<file path="src/rtl/ebq_pkg.sv">
// Package with the result type, event codes and register indexes of the qualifier
`default_nettype none

package ebq_pkg;

    typedef logic [2:0] event_kind_t;
    typedef logic [2:0] cfg_index_t;

    localparam event_kind_t EV_STEP       = 3'd0;
    localparam event_kind_t EV_PRESS      = 3'd1;
    localparam event_kind_t EV_RELEASE    = 3'd2;
    localparam event_kind_t EV_CLICK      = 3'd3;
    localparam event_kind_t EV_LONG_PRESS = 3'd4;
    localparam event_kind_t EV_REPEAT     = 3'd5;
    localparam event_kind_t EV_SECOND     = 3'd6;

    localparam cfg_index_t REG_BUTTON_INTERVAL = 3'd0;
    localparam cfg_index_t REG_SECOND_INTERVAL = 3'd1;
    localparam cfg_index_t REG_CLICK_GAP       = 3'd2;
    localparam cfg_index_t REG_LONG_PRESS      = 3'd3;
    localparam cfg_index_t REG_REPEAT_PERIOD   = 3'd4;

    localparam int CFG_DATA_W = 16;
    localparam int MAX_RESULTS = 4;
    localparam int NUM_CAND = 7;

    localparam logic [7:0] DEBOUNCE_RESET = 8'h02;
    localparam logic [7:0] DEBOUNCE_PRESS = 8'h7f;
    localparam logic [7:0] DEBOUNCE_RELEASE = 8'h80;

    localparam logic [3:0] HIST_CCW = 4'h2;
    localparam logic [3:0] HIST_CW  = 4'h8;

    localparam logic signed [1:0] DIR_NONE = 2'sd0;
    localparam logic signed [1:0] DIR_UP   = 2'sd1;
    localparam logic signed [1:0] DIR_DOWN = -2'sd1;

    typedef struct packed {
        event_kind_t       kind;
        logic signed [1:0] dir;
        logic [7:0]        clicks;
    } result_t;

endpackage

`default_nettype wire

</file>
<file path="src/rtl/encoder_and_button_qualifier.sv">
// Quadrature encoder decoder and push-button qualifier, one transaction per timer tick.
// Each input transaction is one timer tick. It is captured in an input register, then
// decoded in a single combinational pass into up to four results (step, press, release,
// click, long press, repeat, one second, in that order), which load a four-entry result
// buffer. The result channel drains that buffer one result per cycle while out_ready is
// high, and the final result of a tick carries last_event. A new tick is accepted every
// cycle while the buffer keeps pace: the next tick is decoded in the cycle its
// predecessor's final result is taken. The first result is presented once the tick
// has passed the input register and been loaded into the result buffer at decode; a
// tick with no results leaves the block when it is decoded. Configuration registers
// are written through cfg_write/cfg_index/cfg_data and take effect on the next tick.
`default_nettype none

module encoder_and_button_qualifier #(
    parameter int COUNTER_WIDTH = 16
) (
    input  wire logic                      clk,
    input  wire logic                      rst_n,
    input  wire logic                      in_valid,
    output logic                           in_ready,
    input  wire logic [1:0]                encoder_pins,
    input  wire logic                      button_level,
    output logic                           out_valid,
    input  wire logic                      out_ready,
    output ebq_pkg::event_kind_t           event_kind,
    output logic signed [1:0]              step_direction,
    output logic [7:0]                     clicks,
    output logic                           last_event,
    input  wire logic                      cfg_write,
    input  wire ebq_pkg::cfg_index_t       cfg_index,
    input  wire logic [15:0]               cfg_data
);
    import ebq_pkg::*;

    localparam int CMP_W = (COUNTER_WIDTH > CFG_DATA_W) ? COUNTER_WIDTH : CFG_DATA_W;
    localparam logic [COUNTER_WIDTH-1:0] CNT_MAX = '1;

    // True when v is a multiple of 2**e; an exponent at or above the width needs v zero.
    function automatic logic is_mult(input logic [COUNTER_WIDTH-1:0] v, input logic [3:0] e);
        logic [COUNTER_WIDTH-1:0] m;
        for (int i = 0; i < COUNTER_WIDTH; i++)
        begin
            m[i] = (i < int'(e));
        end
        return (v & m) == '0;
    endfunction

    // configuration
    logic [3:0]  btn_log2_reg;
    logic [3:0]  sec_log2_reg;
    logic [15:0] gap_limit_reg;
    logic [15:0] long_count_reg;
    logic [3:0]  rep_log2_reg;

    // tick state
    logic [COUNTER_WIDTH-1:0] tick_reg, tick_next;
    logic [3:0]               hist_reg, hist_next;
    logic [7:0]               db_reg, db_next;
    logic                     pressed_reg, pressed_next;
    logic                     released_reg, released_next;
    logic [COUNTER_WIDTH-1:0] hold_reg, hold_next;
    logic [COUNTER_WIDTH-1:0] gap_reg, gap_next;
    logic [7:0]               tally_reg, tally_next;

    // input register
    logic       in_vld_reg;
    logic [1:0] pins_reg;
    logic       level_reg;
    logic       dec_fire;

    // result buffer
    result_t    ent_reg [MAX_RESULTS];
    result_t    ent_next [MAX_RESULTS];
    logic [2:0] cnt_reg, cnt_next;
    logic [1:0] idx_reg;
    logic       buf_last;
    logic       buf_free;

    // decode
    logic                     btn_gate;
    logic                     is_press;
    logic                     is_release;
    logic [COUNTER_WIDTH-1:0] hold_inc;
    logic [COUNTER_WIDTH-1:0] gap_inc;
    logic [7:0]               tally_cancel;
    logic                     cand_vld [NUM_CAND];
    result_t                  cand [NUM_CAND];

    always_ff @(posedge clk or negedge rst_n)
    begin
        if (!rst_n)
        begin
            btn_log2_reg   <= 4'd4;
            sec_log2_reg   <= 4'd11;
            gap_limit_reg  <= 16'd100;
            long_count_reg <= 16'd256;
            rep_log2_reg   <= 4'd7;
        end
        else if (cfg_write)
        begin
            unique case (cfg_index)
                REG_BUTTON_INTERVAL: btn_log2_reg   <= cfg_data[3:0];
                REG_SECOND_INTERVAL: sec_log2_reg   <= cfg_data[3:0];
                REG_CLICK_GAP:       gap_limit_reg  <= cfg_data;
                REG_LONG_PRESS:      long_count_reg <= cfg_data;
                REG_REPEAT_PERIOD:   rep_log2_reg   <= cfg_data[3:0];
                default:             ;
            endcase
        end
    end

    assign buf_last = ({1'b0, idx_reg} + 3'd1) == cnt_reg;
    assign buf_free = (cnt_reg == '0) || (out_ready && buf_last);
    assign dec_fire = in_vld_reg && buf_free;
    assign in_ready = !in_vld_reg || dec_fire;

    always_ff @(posedge clk or negedge rst_n)
    begin
        if (!rst_n)
        begin
            in_vld_reg <= 1'b0;
        end
        else if (in_ready)
        begin
            in_vld_reg <= in_valid;
        end
    end

    always_ff @(posedge clk)
    begin
        if (in_ready && in_valid)
        begin
            pins_reg  <= encoder_pins;
            level_reg <= button_level;
        end
    end

    always_comb
    begin
        tick_next = tick_reg + 1'b1;
        hist_next = {hist_reg[1:0], pins_reg};
        btn_gate  = is_mult(tick_next, btn_log2_reg);

        hold_inc = (pressed_reg && hold_reg != CNT_MAX) ? hold_reg + 1'b1 : hold_reg;
        gap_inc  = (released_reg && gap_reg != CNT_MAX) ? gap_reg + 1'b1 : gap_reg;
        db_next  = {db_reg[6:0], ~level_reg};
        is_press   = btn_gate && (db_next == DEBOUNCE_PRESS);
        is_release = btn_gate && (db_next == DEBOUNCE_RELEASE);

        tally_cancel = tally_reg;
        if (is_press && CMP_W'(gap_inc) > CMP_W'(gap_limit_reg))
        begin
            tally_cancel = 8'd1;
        end
        if (is_release && CMP_W'(hold_inc) > CMP_W'(gap_limit_reg))
        begin
            tally_cancel = 8'd0;
        end

        pressed_next  = pressed_reg;
        released_next = released_reg;
        hold_next     = hold_reg;
        gap_next      = gap_reg;
        tally_next    = tally_reg;
        if (btn_gate)
        begin
            hold_next  = hold_inc;
            gap_next   = gap_inc;
            tally_next = tally_cancel;
            if (is_press)
            begin
                pressed_next  = 1'b1;
                released_next = 1'b0;
                hold_next     = '0;
            end
            if (is_release)
            begin
                pressed_next  = 1'b0;
                released_next = 1'b1;
                gap_next      = '0;
                tally_next    = tally_cancel + 8'd1;
            end
        end

        for (int k = 0; k < NUM_CAND; k++)
        begin
            cand[k] = '{kind: EV_STEP, dir: DIR_NONE, clicks: 8'd0};
        end
        cand[0].dir    = (hist_next == HIST_CCW) ? DIR_DOWN : DIR_UP;
        cand_vld[0]    = (hist_next == HIST_CCW) || (hist_next == HIST_CW);
        cand[1].kind   = EV_PRESS;
        cand_vld[1]    = is_press;
        cand[2].kind   = EV_RELEASE;
        cand_vld[2]    = is_release;
        cand[3].kind   = EV_CLICK;
        cand[3].clicks = tally_cancel;
        cand_vld[3]    = is_release && (tally_cancel != 8'd0);
        cand[4].kind   = EV_LONG_PRESS;
        cand_vld[4]    = btn_gate && pressed_next
                         && (CMP_W'(hold_next) == CMP_W'(long_count_reg));
        cand[5].kind   = EV_REPEAT;
        cand_vld[5]    = btn_gate && pressed_next
                         && (CMP_W'(hold_next) > CMP_W'(long_count_reg))
                         && is_mult(hold_next, rep_log2_reg);
        cand[6].kind   = EV_SECOND;
        cand_vld[6]    = is_mult(tick_next, sec_log2_reg);

        // pack the present events in order into the buffer slots
        cnt_next = '0;
        for (int j = 0; j < MAX_RESULTS; j++)
        begin
            ent_next[j] = cand[0];
        end
        for (int k = 0; k < NUM_CAND; k++)
        begin
            if (cand_vld[k] && cnt_next < 3'(MAX_RESULTS))
            begin
                ent_next[cnt_next[1:0]] = cand[k];
                cnt_next = cnt_next + 3'd1;
            end
        end
    end

    always_ff @(posedge clk or negedge rst_n)
    begin
        if (!rst_n)
        begin
            tick_reg     <= '0;
            hist_reg     <= '0;
            db_reg       <= DEBOUNCE_RESET;
            pressed_reg  <= 1'b0;
            released_reg <= 1'b0;
            hold_reg     <= '0;
            gap_reg      <= '0;
            tally_reg    <= '0;
        end
        else if (dec_fire)
        begin
            tick_reg     <= tick_next;
            hist_reg     <= hist_next;
            pressed_reg  <= pressed_next;
            released_reg <= released_next;
            hold_reg     <= hold_next;
            gap_reg      <= gap_next;
            tally_reg    <= tally_next;
            if (btn_gate)
            begin
                db_reg <= db_next;
            end
        end
    end

    always_ff @(posedge clk or negedge rst_n)
    begin
        if (!rst_n)
        begin
            cnt_reg <= '0;
            idx_reg <= '0;
        end
        else if (dec_fire)
        begin
            cnt_reg <= cnt_next;
            idx_reg <= '0;
        end
        else if (out_valid && out_ready)
        begin
            if (buf_last)
            begin
                cnt_reg <= '0;
                idx_reg <= '0;
            end
            else
            begin
                idx_reg <= idx_reg + 2'd1;
            end
        end
    end

    always_ff @(posedge clk)
    begin
        if (dec_fire)
        begin
            for (int j = 0; j < MAX_RESULTS; j++)
            begin
                ent_reg[j] <= ent_next[j];
            end
        end
    end

    assign out_valid      = cnt_reg != '0;
    assign event_kind     = ent_reg[idx_reg].kind;
    assign step_direction = ent_reg[idx_reg].dir;
    assign clicks         = ent_reg[idx_reg].clicks;
    assign last_event     = buf_last;

endmodule

`default_nettype wire

</file>
<file path="config.mk">
export PLATFORM = sky130hd
export DESIGN_NAME = encoder_and_button_qualifier
export DESIGN_NICKNAME = d
export VERILOG_FILES = /design/src/rtl/ebq_pkg.sv /design/src/rtl/encoder_and_button_qualifier.sv
export SDC_FILE = /design/constraint.sdc
export NUM_CORES = 1
export LEC_CHECK = 0
export BUFFER_PORTS_ARGS = -buffer_cell sky130_fd_sc_hd__buf_2
export CORE_ASPECT_RATIO = 2
export CORE_MARGIN = 3
export CORE_UTILIZATION = 45
export DETAILED_ROUTE_END_ITERATION = 8
export PLACE_DENSITY = 0.63
export SLEW_MARGIN = 10
export SYNTH_ARGS = -nofsm -noshare
export SYNTH_HDL_FRONTEND = slang
export SYNTH_SLANG_ARGS = --single-unit
</file>
<file path="constraint.sdc">
create_clock -name clk -period 12.6 [get_ports clk]
set_clock_uncertainty 0.05 [all_clocks]
set_input_delay 0.63 -clock clk [delete_from_list [all_inputs] [get_ports clk]]
set_output_delay 0.63 -clock clk [all_outputs]
set_load 0.1 [all_outputs]
</file>
==> metrics.md, run 1 <==
| Metric | Value |
|---|---|
| Outcome | `finished clean` |
| Number of distinct library cells after synthesis | `approximately 80` |
| Routed via count | `about 9400` |
| Average wire per standard cell | `20.1 um` |
| NumNets Final | `1361` |
| Total chip power | `between 2 and 2.5 mW` |
| Crit-path max FO | `9` |
| Unrepaired setup endpoints after global routing | `no` |
| Commonest cells in the netlist | `sky130_fd_sc_hd__nand2_1 (162), sky130_fd_sc_hd__o21ai_0 (109), sky130_fd_sc_hd__dfrtp_1 (104)` |
| Area taken by multi-input logic gates | `6450 sq um` |
| Antenna violations before repair | `0` |
| Aggregate global-route resource usage | `between 20 and 25%` |
| Final antenna-violating net count | `0` |
| Final cell area excluding filler cells | `about 13000 sq um` |
| Initial core utilization | `a little under half` |
| Library cell with the largest summed area after synthesis | `sky130_fd_sc_hd__dfrtp_1` |
| Last element of the critical path | `ent_reg[3][6]` |
| Num rows | `between 80 and 90` |
| Proportion of register bits with asynchronous set or reset after synthesis | `67.8%` |
| Number of synthesized register bits | `around 170` |
| Actual transition at the worst max-transition pin | `roughly 1.1 ns` |
| Sequential fraction of the synthesis area | `between 30 and 40%` |
| Critical path's slowest cell | `sky130_fd_sc_hd__a21oi_1` |
| Post-synthesis share of cell area spent on full adders, half adders and majority gates | `approximately 8.3%` |
| Post-Route Setup TNS | `0 ns` |
| H-tree lvl count | `4` |
| Routed wire length | `32.3 mm` |
| YS warnings | `0` |
| Sequential cell area in the final layout | `between 4000 and 5000 sq um` |
| Pre-CTS setup slack | `4.10 ns` |
| Most common cell type on the critical path | `sky130_fd_sc_hd__ha_1` |
| Area of the core | `between 20000 and 30000 sq um` |
| Post-synthesis instance total | `approximately 1300` |
| Met2 global-route usage | `43.4%` |
| Post-synth design cell area | `between 10000 and 15000 sq um` |
| FMAX | `about 0.12 GHz` |
| Die area | `27800 sq um` |
| Post-synth net total | `1354` |
| Source of the worst register-to-register timing path | `gap_reg[4]` |
| Fraction of final layout cells with drive strength greater than 1 | `between 10% and 20%` |
| Top cells by area, synth | `sky130_fd_sc_hd__dfrtp_1 (22%), sky130_fd_sc_hd__edfxtp_1 (14%), sky130_fd_sc_hd__ha_1 (8.1%)` |
| Syn_area_per_cell | `a little over 9 sq um` |
| Share of the synthesized area in the top cell type | `22.5%` |
| Post-route DRC violation count | `0` |
| Count of buffers inserted at the top-level ports | `42` |
| Final setup fails | `0` |
| Post-DR vias/cell | `between 5 and 6` |
| Final clock period utilization by the worst path | `just under 70%` |
| First-pass GRT wire length | `51.9 mm` |
| Relative slew slack | `between 20 and 30%` |
| Instance area at placement | `roughly 12000 sq um` |
| Post-synth EDFFs | `55` |
| Largest delay share family, worst path | `simple AND/OR/NAND/NOR gates` |
| Power density normalized to cell area | `around 170 nW/um^2` |
| Post-synthesis compound-gate area fraction | `16.0%` |
| Clock tree root driver cell | `sky130_fd_sc_hd__clkbuf_16` |
| TritonRoute pass-1 iters | `5` |
| Path class of the lowest-slack min-delay path | `in2async` |
| Category of the most critical setup path | `reg2reg` |
| Number of clock sinks | `approximately 170` |
| Maximum ir drop on the vdd rail | `0.0879 mV` |
| Biggest cell delay along the critical path | `0.56 ns` |
| DP Wirelength | `24.6 mm` |
| Reg-to-Reg End | `ent_reg[3][6]` |
| Die outline width | `approximately 120 um` |
| Deepest clock path buffer count | `2` |
| Cell with the most instances after synthesis | `sky130_fd_sc_hd__nand2_1` |
| Post-route worst setup slack | `approximately 4.0 ns` |
| Chip height | `between 200 and 250 um` |
| Final count of pins violating max slew | `0` |
| Leak Pwr | `between 5 and 6 nW` |
| Instance count on the critical path | `34` |
| Routing usage on met1 | `between 20% and 30%` |
| Post-Synth Simple-Gate Area | `between 20% and 30%` |
| Number of hold violations in the final report | `0` |
| CTS Hold Buffers Added | `0` |
| IO Count | `43` |
| Slack of the worst reg-to-reg path | `4.00 ns` |
| Clock Pin Slew Worst Setup and Hold Paths | `0.07 ns` |
| Most Used Layer, Global Route | `met2` |
| Area added between synthesis and finish | `9.07%` |
| Post-CTS repair timing setup buffer count | `0` |
| Total global routing overflow | `0` |
| Flip-flop count of the largest register after layout | `52` |
| DRT iter0 DRCs | `~690` |
| CP Launch Point | `gap_reg[4]` |
| Number of gates resized after cts | `0` |
| Path depth of the worst reg2reg path | `34` |
| Clock insertion delay at the later pin of the skew report | `0.45 ns` |
| Sort of element at the end of the critical path | `register` |
| Startpoint types | `register` |
| Tmin final | `approximately 8.6 ns` |
| Via count of the first global-routing pass | `9590` |
| Global-route track usage on met3 | `around 3.8%` |
| Filler Cells Inserted | `around 2500` |
| Data arrival time of the critical path | `8.86 ns` |
| Fraction of synthesized area in multiplexers | `roughly 7.2%` |
| Count of buffer and inverter cells on the critical path | `3` |
| Dominant combinational cell family by area after synthesis | `simple AND/OR/NAND/NOR gates` |
| Data required time at the worst endpoint | `between 10 and 15 ns` |
| Max-cap viol count | `0` |
| Core Util, Final | `50.0%` |
| Weighted congestion reported at the end of routability-driven placement | `1.00` |
| Maximum number of pins on one net before global-route repair | `63` |
| Xor/xnor cell area share of the yosys netlist | `under 10%` |
| TritonCTS clock tree | `yes` |
| Diode insertion count for antenna repair | `0` |
| Number of clock buffers inserted by TritonCTS | `17` |
| Dominant synthesized flop cell | `sky130_fd_sc_hd__dfrtp_1` |
[power breakdown]
| part | internal [mW] | switching [mW] | total [mW] |
|---|---|---|---|
| combinational | 0.219 | 0.546 | 0.766 |
| sequential | 0.701 | 0.103 | 0.804 |
| clock | 0.305 | 0.236 | 0.541 |
| total | 1.23 | 0.885 | 2.11 |
[cell usage in the layout (no fill, tap or decap), types with 15 or more instances in the layout]
master,Yosys,layout
sky130_fd_sc_hd__nand2_1,162,162
sky130_fd_sc_hd__o21ai_0,109,109
sky130_fd_sc_hd__dfrtp_1,104,104
sky130_fd_sc_hd__inv_1,77,76
sky130_fd_sc_hd__ha_1,75,75
sky130_fd_sc_hd__nor2_1,74,72
sky130_fd_sc_hd__edfxtp_1,55,55
sky130_fd_sc_hd__buf_2,6,41
sky130_fd_sc_hd__a21oi_1,40,40
sky130_fd_sc_hd__mux2_2,38,38
sky130_fd_sc_hd__xnor2_1,33,33
sky130_fd_sc_hd__nand3_1,31,31
sky130_fd_sc_hd__nor3_1,30,30
sky130_fd_sc_hd__nand4_1,28,28
sky130_fd_sc_hd__and3_1,24,24
sky130_fd_sc_hd__and2_1,23,23
sky130_fd_sc_hd__o31ai_1,18,18
sky130_fd_sc_hd__clkbuf_16,0,18
sky130_fd_sc_hd__nor4_1,18,17
sky130_fd_sc_hd__xor2_1,17,17
sky130_fd_sc_hd__and4_1,15,15
sky130_fd_sc_hd__a31oi_1,15,15
[cells by family (layout without fill, tap and decap cells)]
kind of cell	count (synthesis)	in the layout
AO/OA/AOI/OAI	286	286
multiplexers	62	62
adder cells (fa/ha/maj)	76	76
buffers and inverters	143	163
XOR/XNOR	51	51
flip-flops	171	171
AND/OR/NAND/NOR	462	462
[worst reg2reg max path: cells and delay by family, from the launching register on]
family / cells / cell delay, ns
buf+inv: 3 / 0.37
compound gates: 8 / 2.15
flops: 1 / 0.45
xor+xnor: 2 / 0.37
fa+ha+maj: 5 / 1.36
simple gates: 16 / 3.71
[metal layers]
| layer | vias up | wire length (um) |
|---|---|---|
| met5 | - | 0 |
| met4 | 0 | 2620 |
| met3 | 104 | 1100 |
| met2 | 256 | 17000 |
| met1 | 4497 | 11600 |
| li1 | 4568 | - |
[metrics by stage]
step	cells	hold WS [ns]
2_1_floorplan	1251	0.284
3_3_place_gp	1575	0.415
3_5_place_dp	1575	0.421
4_1_cts	1607	0.234
5_1_grt	1607	0.255
6_report	1607	0.209
[how the worst min path moves through the flow]
stage,depth (start not counted),startpoint,endpoint
after detailed placement,2,db_reg[1],db_reg[1]
after floorplan,0,rst_n,btn_log2_reg[0]
after global placement,2,db_reg[1],db_reg[1]
after global routing,1,rst_n,tally_reg[7]
final,1,rst_n,tally_reg[7]
after CTS,1,rst_n,tally_reg[7]
[final cells by class]
type | instances | share of cell area (%)
flip-flops and latches | 171 | 36.2
multi-input cells | 937 | 51.1
inverters | 78 | 2.32
clock inverters | 9 | 0.793
clock buffers | 23 | 3.96
repair buffers | 53 | 2.34
well taps | 336 | 3.33
Power figures use the tool's default switching activity.
==> run 2: changes to the inputs <==
- PLACE_DENSITY: 0.63 -> 0.65
- clock period: 12.6 -> 7.8 ns (I/O delays scaled with it)
==> metrics.md, run 2 (synthesis results as in run 1) <==
| Metric | Value |
|---|---|
| H-tree lvl count | `4` |
| Outcome | `finished clean` |
| FMAX | `~0.14 GHz` |
| Maximum ir drop on the vdd rail | `approximately 0.16 mV` |
| Biggest cell delay along the critical path | `0.47 ns` |
| Startpoint types | `register` |
| IO Count | `43` |
| Most common cell type on the critical path | `sky130_fd_sc_hd__ha_1` |
| Deepest clock path buffer count | `2` |
| Flip-flop count of the largest register after layout | `52` |
| Total chip power | `3.48 mW` |
| Leak Pwr | `5.62 nW` |
| Sort of element at the end of the critical path | `register` |
| Slack of the worst reg-to-reg path | `0.40 ns` |
| Via count of the first global-routing pass | `9818` |
| Diode insertion count for antenna repair | `0` |
| TritonCTS clock tree | `yes` |
| Power share of the combinational group | `roughly 37%` |
| Die outline width | `~120 um` |
| Critical path's slowest cell | `sky130_fd_sc_hd__or4_4` |
| Routed via count | `between 9000 and 10000` |
| Number of clock sinks | `171` |
| Total global routing overflow | `0` |
| Area of the core | `approximately 25000 sq um` |
| Reg-to-Reg End | `ent_reg[3][4]` |
| Clock tree root driver cell | `sky130_fd_sc_hd__clkbuf_16` |
| Power density normalized to cell area | `267 nW/um^2` |
| Number of clock buffers inserted by TritonCTS | `17` |
| Part of the power in registers | `a little under two fifths` |
| Final clock period utilization by the worst path | `a little over nine tenths` |
| Most common cell after layout, fill and taps aside | `sky130_fd_sc_hd__nand2_1` |
| Antenna violations before repair | `0` |
| First-pass GRT wire length | `53.2 mm` |
| Count of buffers inserted at the top-level ports | `42` |
| Path class of the lowest-slack min-delay path | `in2reg` |
| Clock insertion delay at the later pin of the skew report | `about 0.45 ns` |
| Number of hold violations in the final report | `0` |
| Data arrival time of the critical path | `between 7 and 8 ns` |
| Path depth of the worst reg2reg path | `34` |
| Post-route DRC violation count | `0` |
| Die area | `between 20000 and 30000 sq um` |
| Chip height | `approximately 230 um` |
| Switching power summed over all nets | `between 1 and 1.5 mW` |
| Average wire per standard cell | `20.3 um` |
| Initial core utilization | `45.9%` |
| Category of the most critical setup path | `reg2reg` |
| Max-cap viol count | `0` |
| Final setup fails | `0` |
| Relative slew slack | `between 30% and 40%` |
| Maximum number of pins on one net before global-route repair | `between 70 and 80` |
| Routed wire length | `33.5 mm` |
| Post-DR vias/cell | `5.88` |
| Weighted congestion reported at the end of routability-driven placement | `between 1 and 1.5` |
| TritonRoute pass-1 iters | `5` |
| CP Launch Point | `gap_reg[5]` |
| Actual transition at the worst max-transition pin | `about 1.0 ns` |
| Clock Pin Slew Worst Setup and Hold Paths | `around 0.070 ns` |
| Switching part of the total | `a little over two fifths` |
| Crit-path max FO | `8` |
| Last element of the critical path | `ent_reg[3][4]` |
| DP Wirelength | `25.4 mm` |
| Data required time at the worst endpoint | `~8.1 ns` |
| Num rows | `82` |
| DRT iter0 DRCs | `553` |
| Commonest cells after routing, fill and taps aside | `sky130_fd_sc_hd__nand2_1 (162), sky130_fd_sc_hd__o21ai_0 (109), sky130_fd_sc_hd__dfrtp_1 (102)` |
| Clock share of power | `approximately a quarter` |
| Cell-internal power | `2.02 mW` |
| Final antenna-violating net count | `0` |
| NumNets Final | `about 1400` |
| Filler Cells Inserted | `roughly 2400` |
| Final count of pins violating max slew | `0` |
| Aggregate global-route resource usage | `24.8%` |
| Area added between synthesis and finish | `12.7%` |
| Tmin final | `around 7.4 ns` |
| Worst hold margin | `around 0.065 ns` |
| Source of the worst register-to-register timing path | `gap_reg[5]` |
| Fraction of final layout cells with drive strength greater than 1 | `17.4%` |
-- run 2: what timing repair did --
item / 4_1_cts / 5_1_grt
hold buffers: 1 / 0
endpoints found under the setup margin: 0 / 43
setup buffers: 0 / 1
hold endpoints to repair: 42 / 0
resized for setup: 0 / 17
-- run 2: power by group through the flow --
stage / Sequential (mW) / Clock [mW] / Combinational, mW
detailed placement: 1.30 / 0 / 1.30
global placement: 1.29 / 0 / 1.28
finish: 1.28 / 0.896 / 1.30
floorplan: 1.21 / 0 / 1.04
CTS: 1.28 / 0.918 / 1.30
global route: 1.31 / 0.953 / 1.40
-- run 2: cell type report --
type                       instances  area, sq um  area share [%]
inverter                          78          293            2.24
sequential                       171         4570            35.0
clock buffer                      18          439            3.37
tap                              336          420            3.22
clock inverter                    14          179            1.37
timing repair buffer              96          646            4.95
multi-input combinational        937         6500            49.8
-- run 2: per-layer routing --
metal	up-vias	share of wire (%)	track usage [%]
met1	4704	35	24.4
met4	0	7.3	17.0
met3	97	3.3	3.96
met2	256	55	46.6
li1	4641	-	-
met5	-	0	0
-- run 2: worst max-delay path: cells and delay by family (launching register included) --
kind                       cells  cell delay [ns]
AOI/OAI and AO/OA              8             1.41
and+or+nand+nor               16             3.30
buffers and inverters          3             0.38
adders and majority gates      5             1.29
muxes                          1             0.34
DFF                            1             0.43
xor gates and xnor gates       1             0.08
-- run 2: how the worst min path moves through the flow --
stage                          from              end  slack (ns)  cells after the start
CTS                 encoder_pins[1]      pins_reg[1]        0.04                      1
global route        encoder_pins[1]      pins_reg[1]        0.05                      1
floorplan                     rst_n  btn_log2_reg[0]        0.04                      0
detailed placement            rst_n     tally_reg[7]        0.39                      1
finish              encoder_pins[1]      pins_reg[1]        0.06                      1
global placement              rst_n     tally_reg[7]        0.38                      1
-- run 2: per-stage QoR --
step	cells	util, %	worst slack, ns	setup TNS (ns)	cell area [sq um]
after global placement	1616	49.0	0.267	0	12400
after floorplan	1251	-	0.229	0	11600
after global routing	1650	51.7	-0.0217	-0.0670	13100
after CTS	1649	51.5	0.0542	0	13000
final	1650	51.7	0.400	0	13100
after detailed placement	1616	49.0	0.102	0	12400
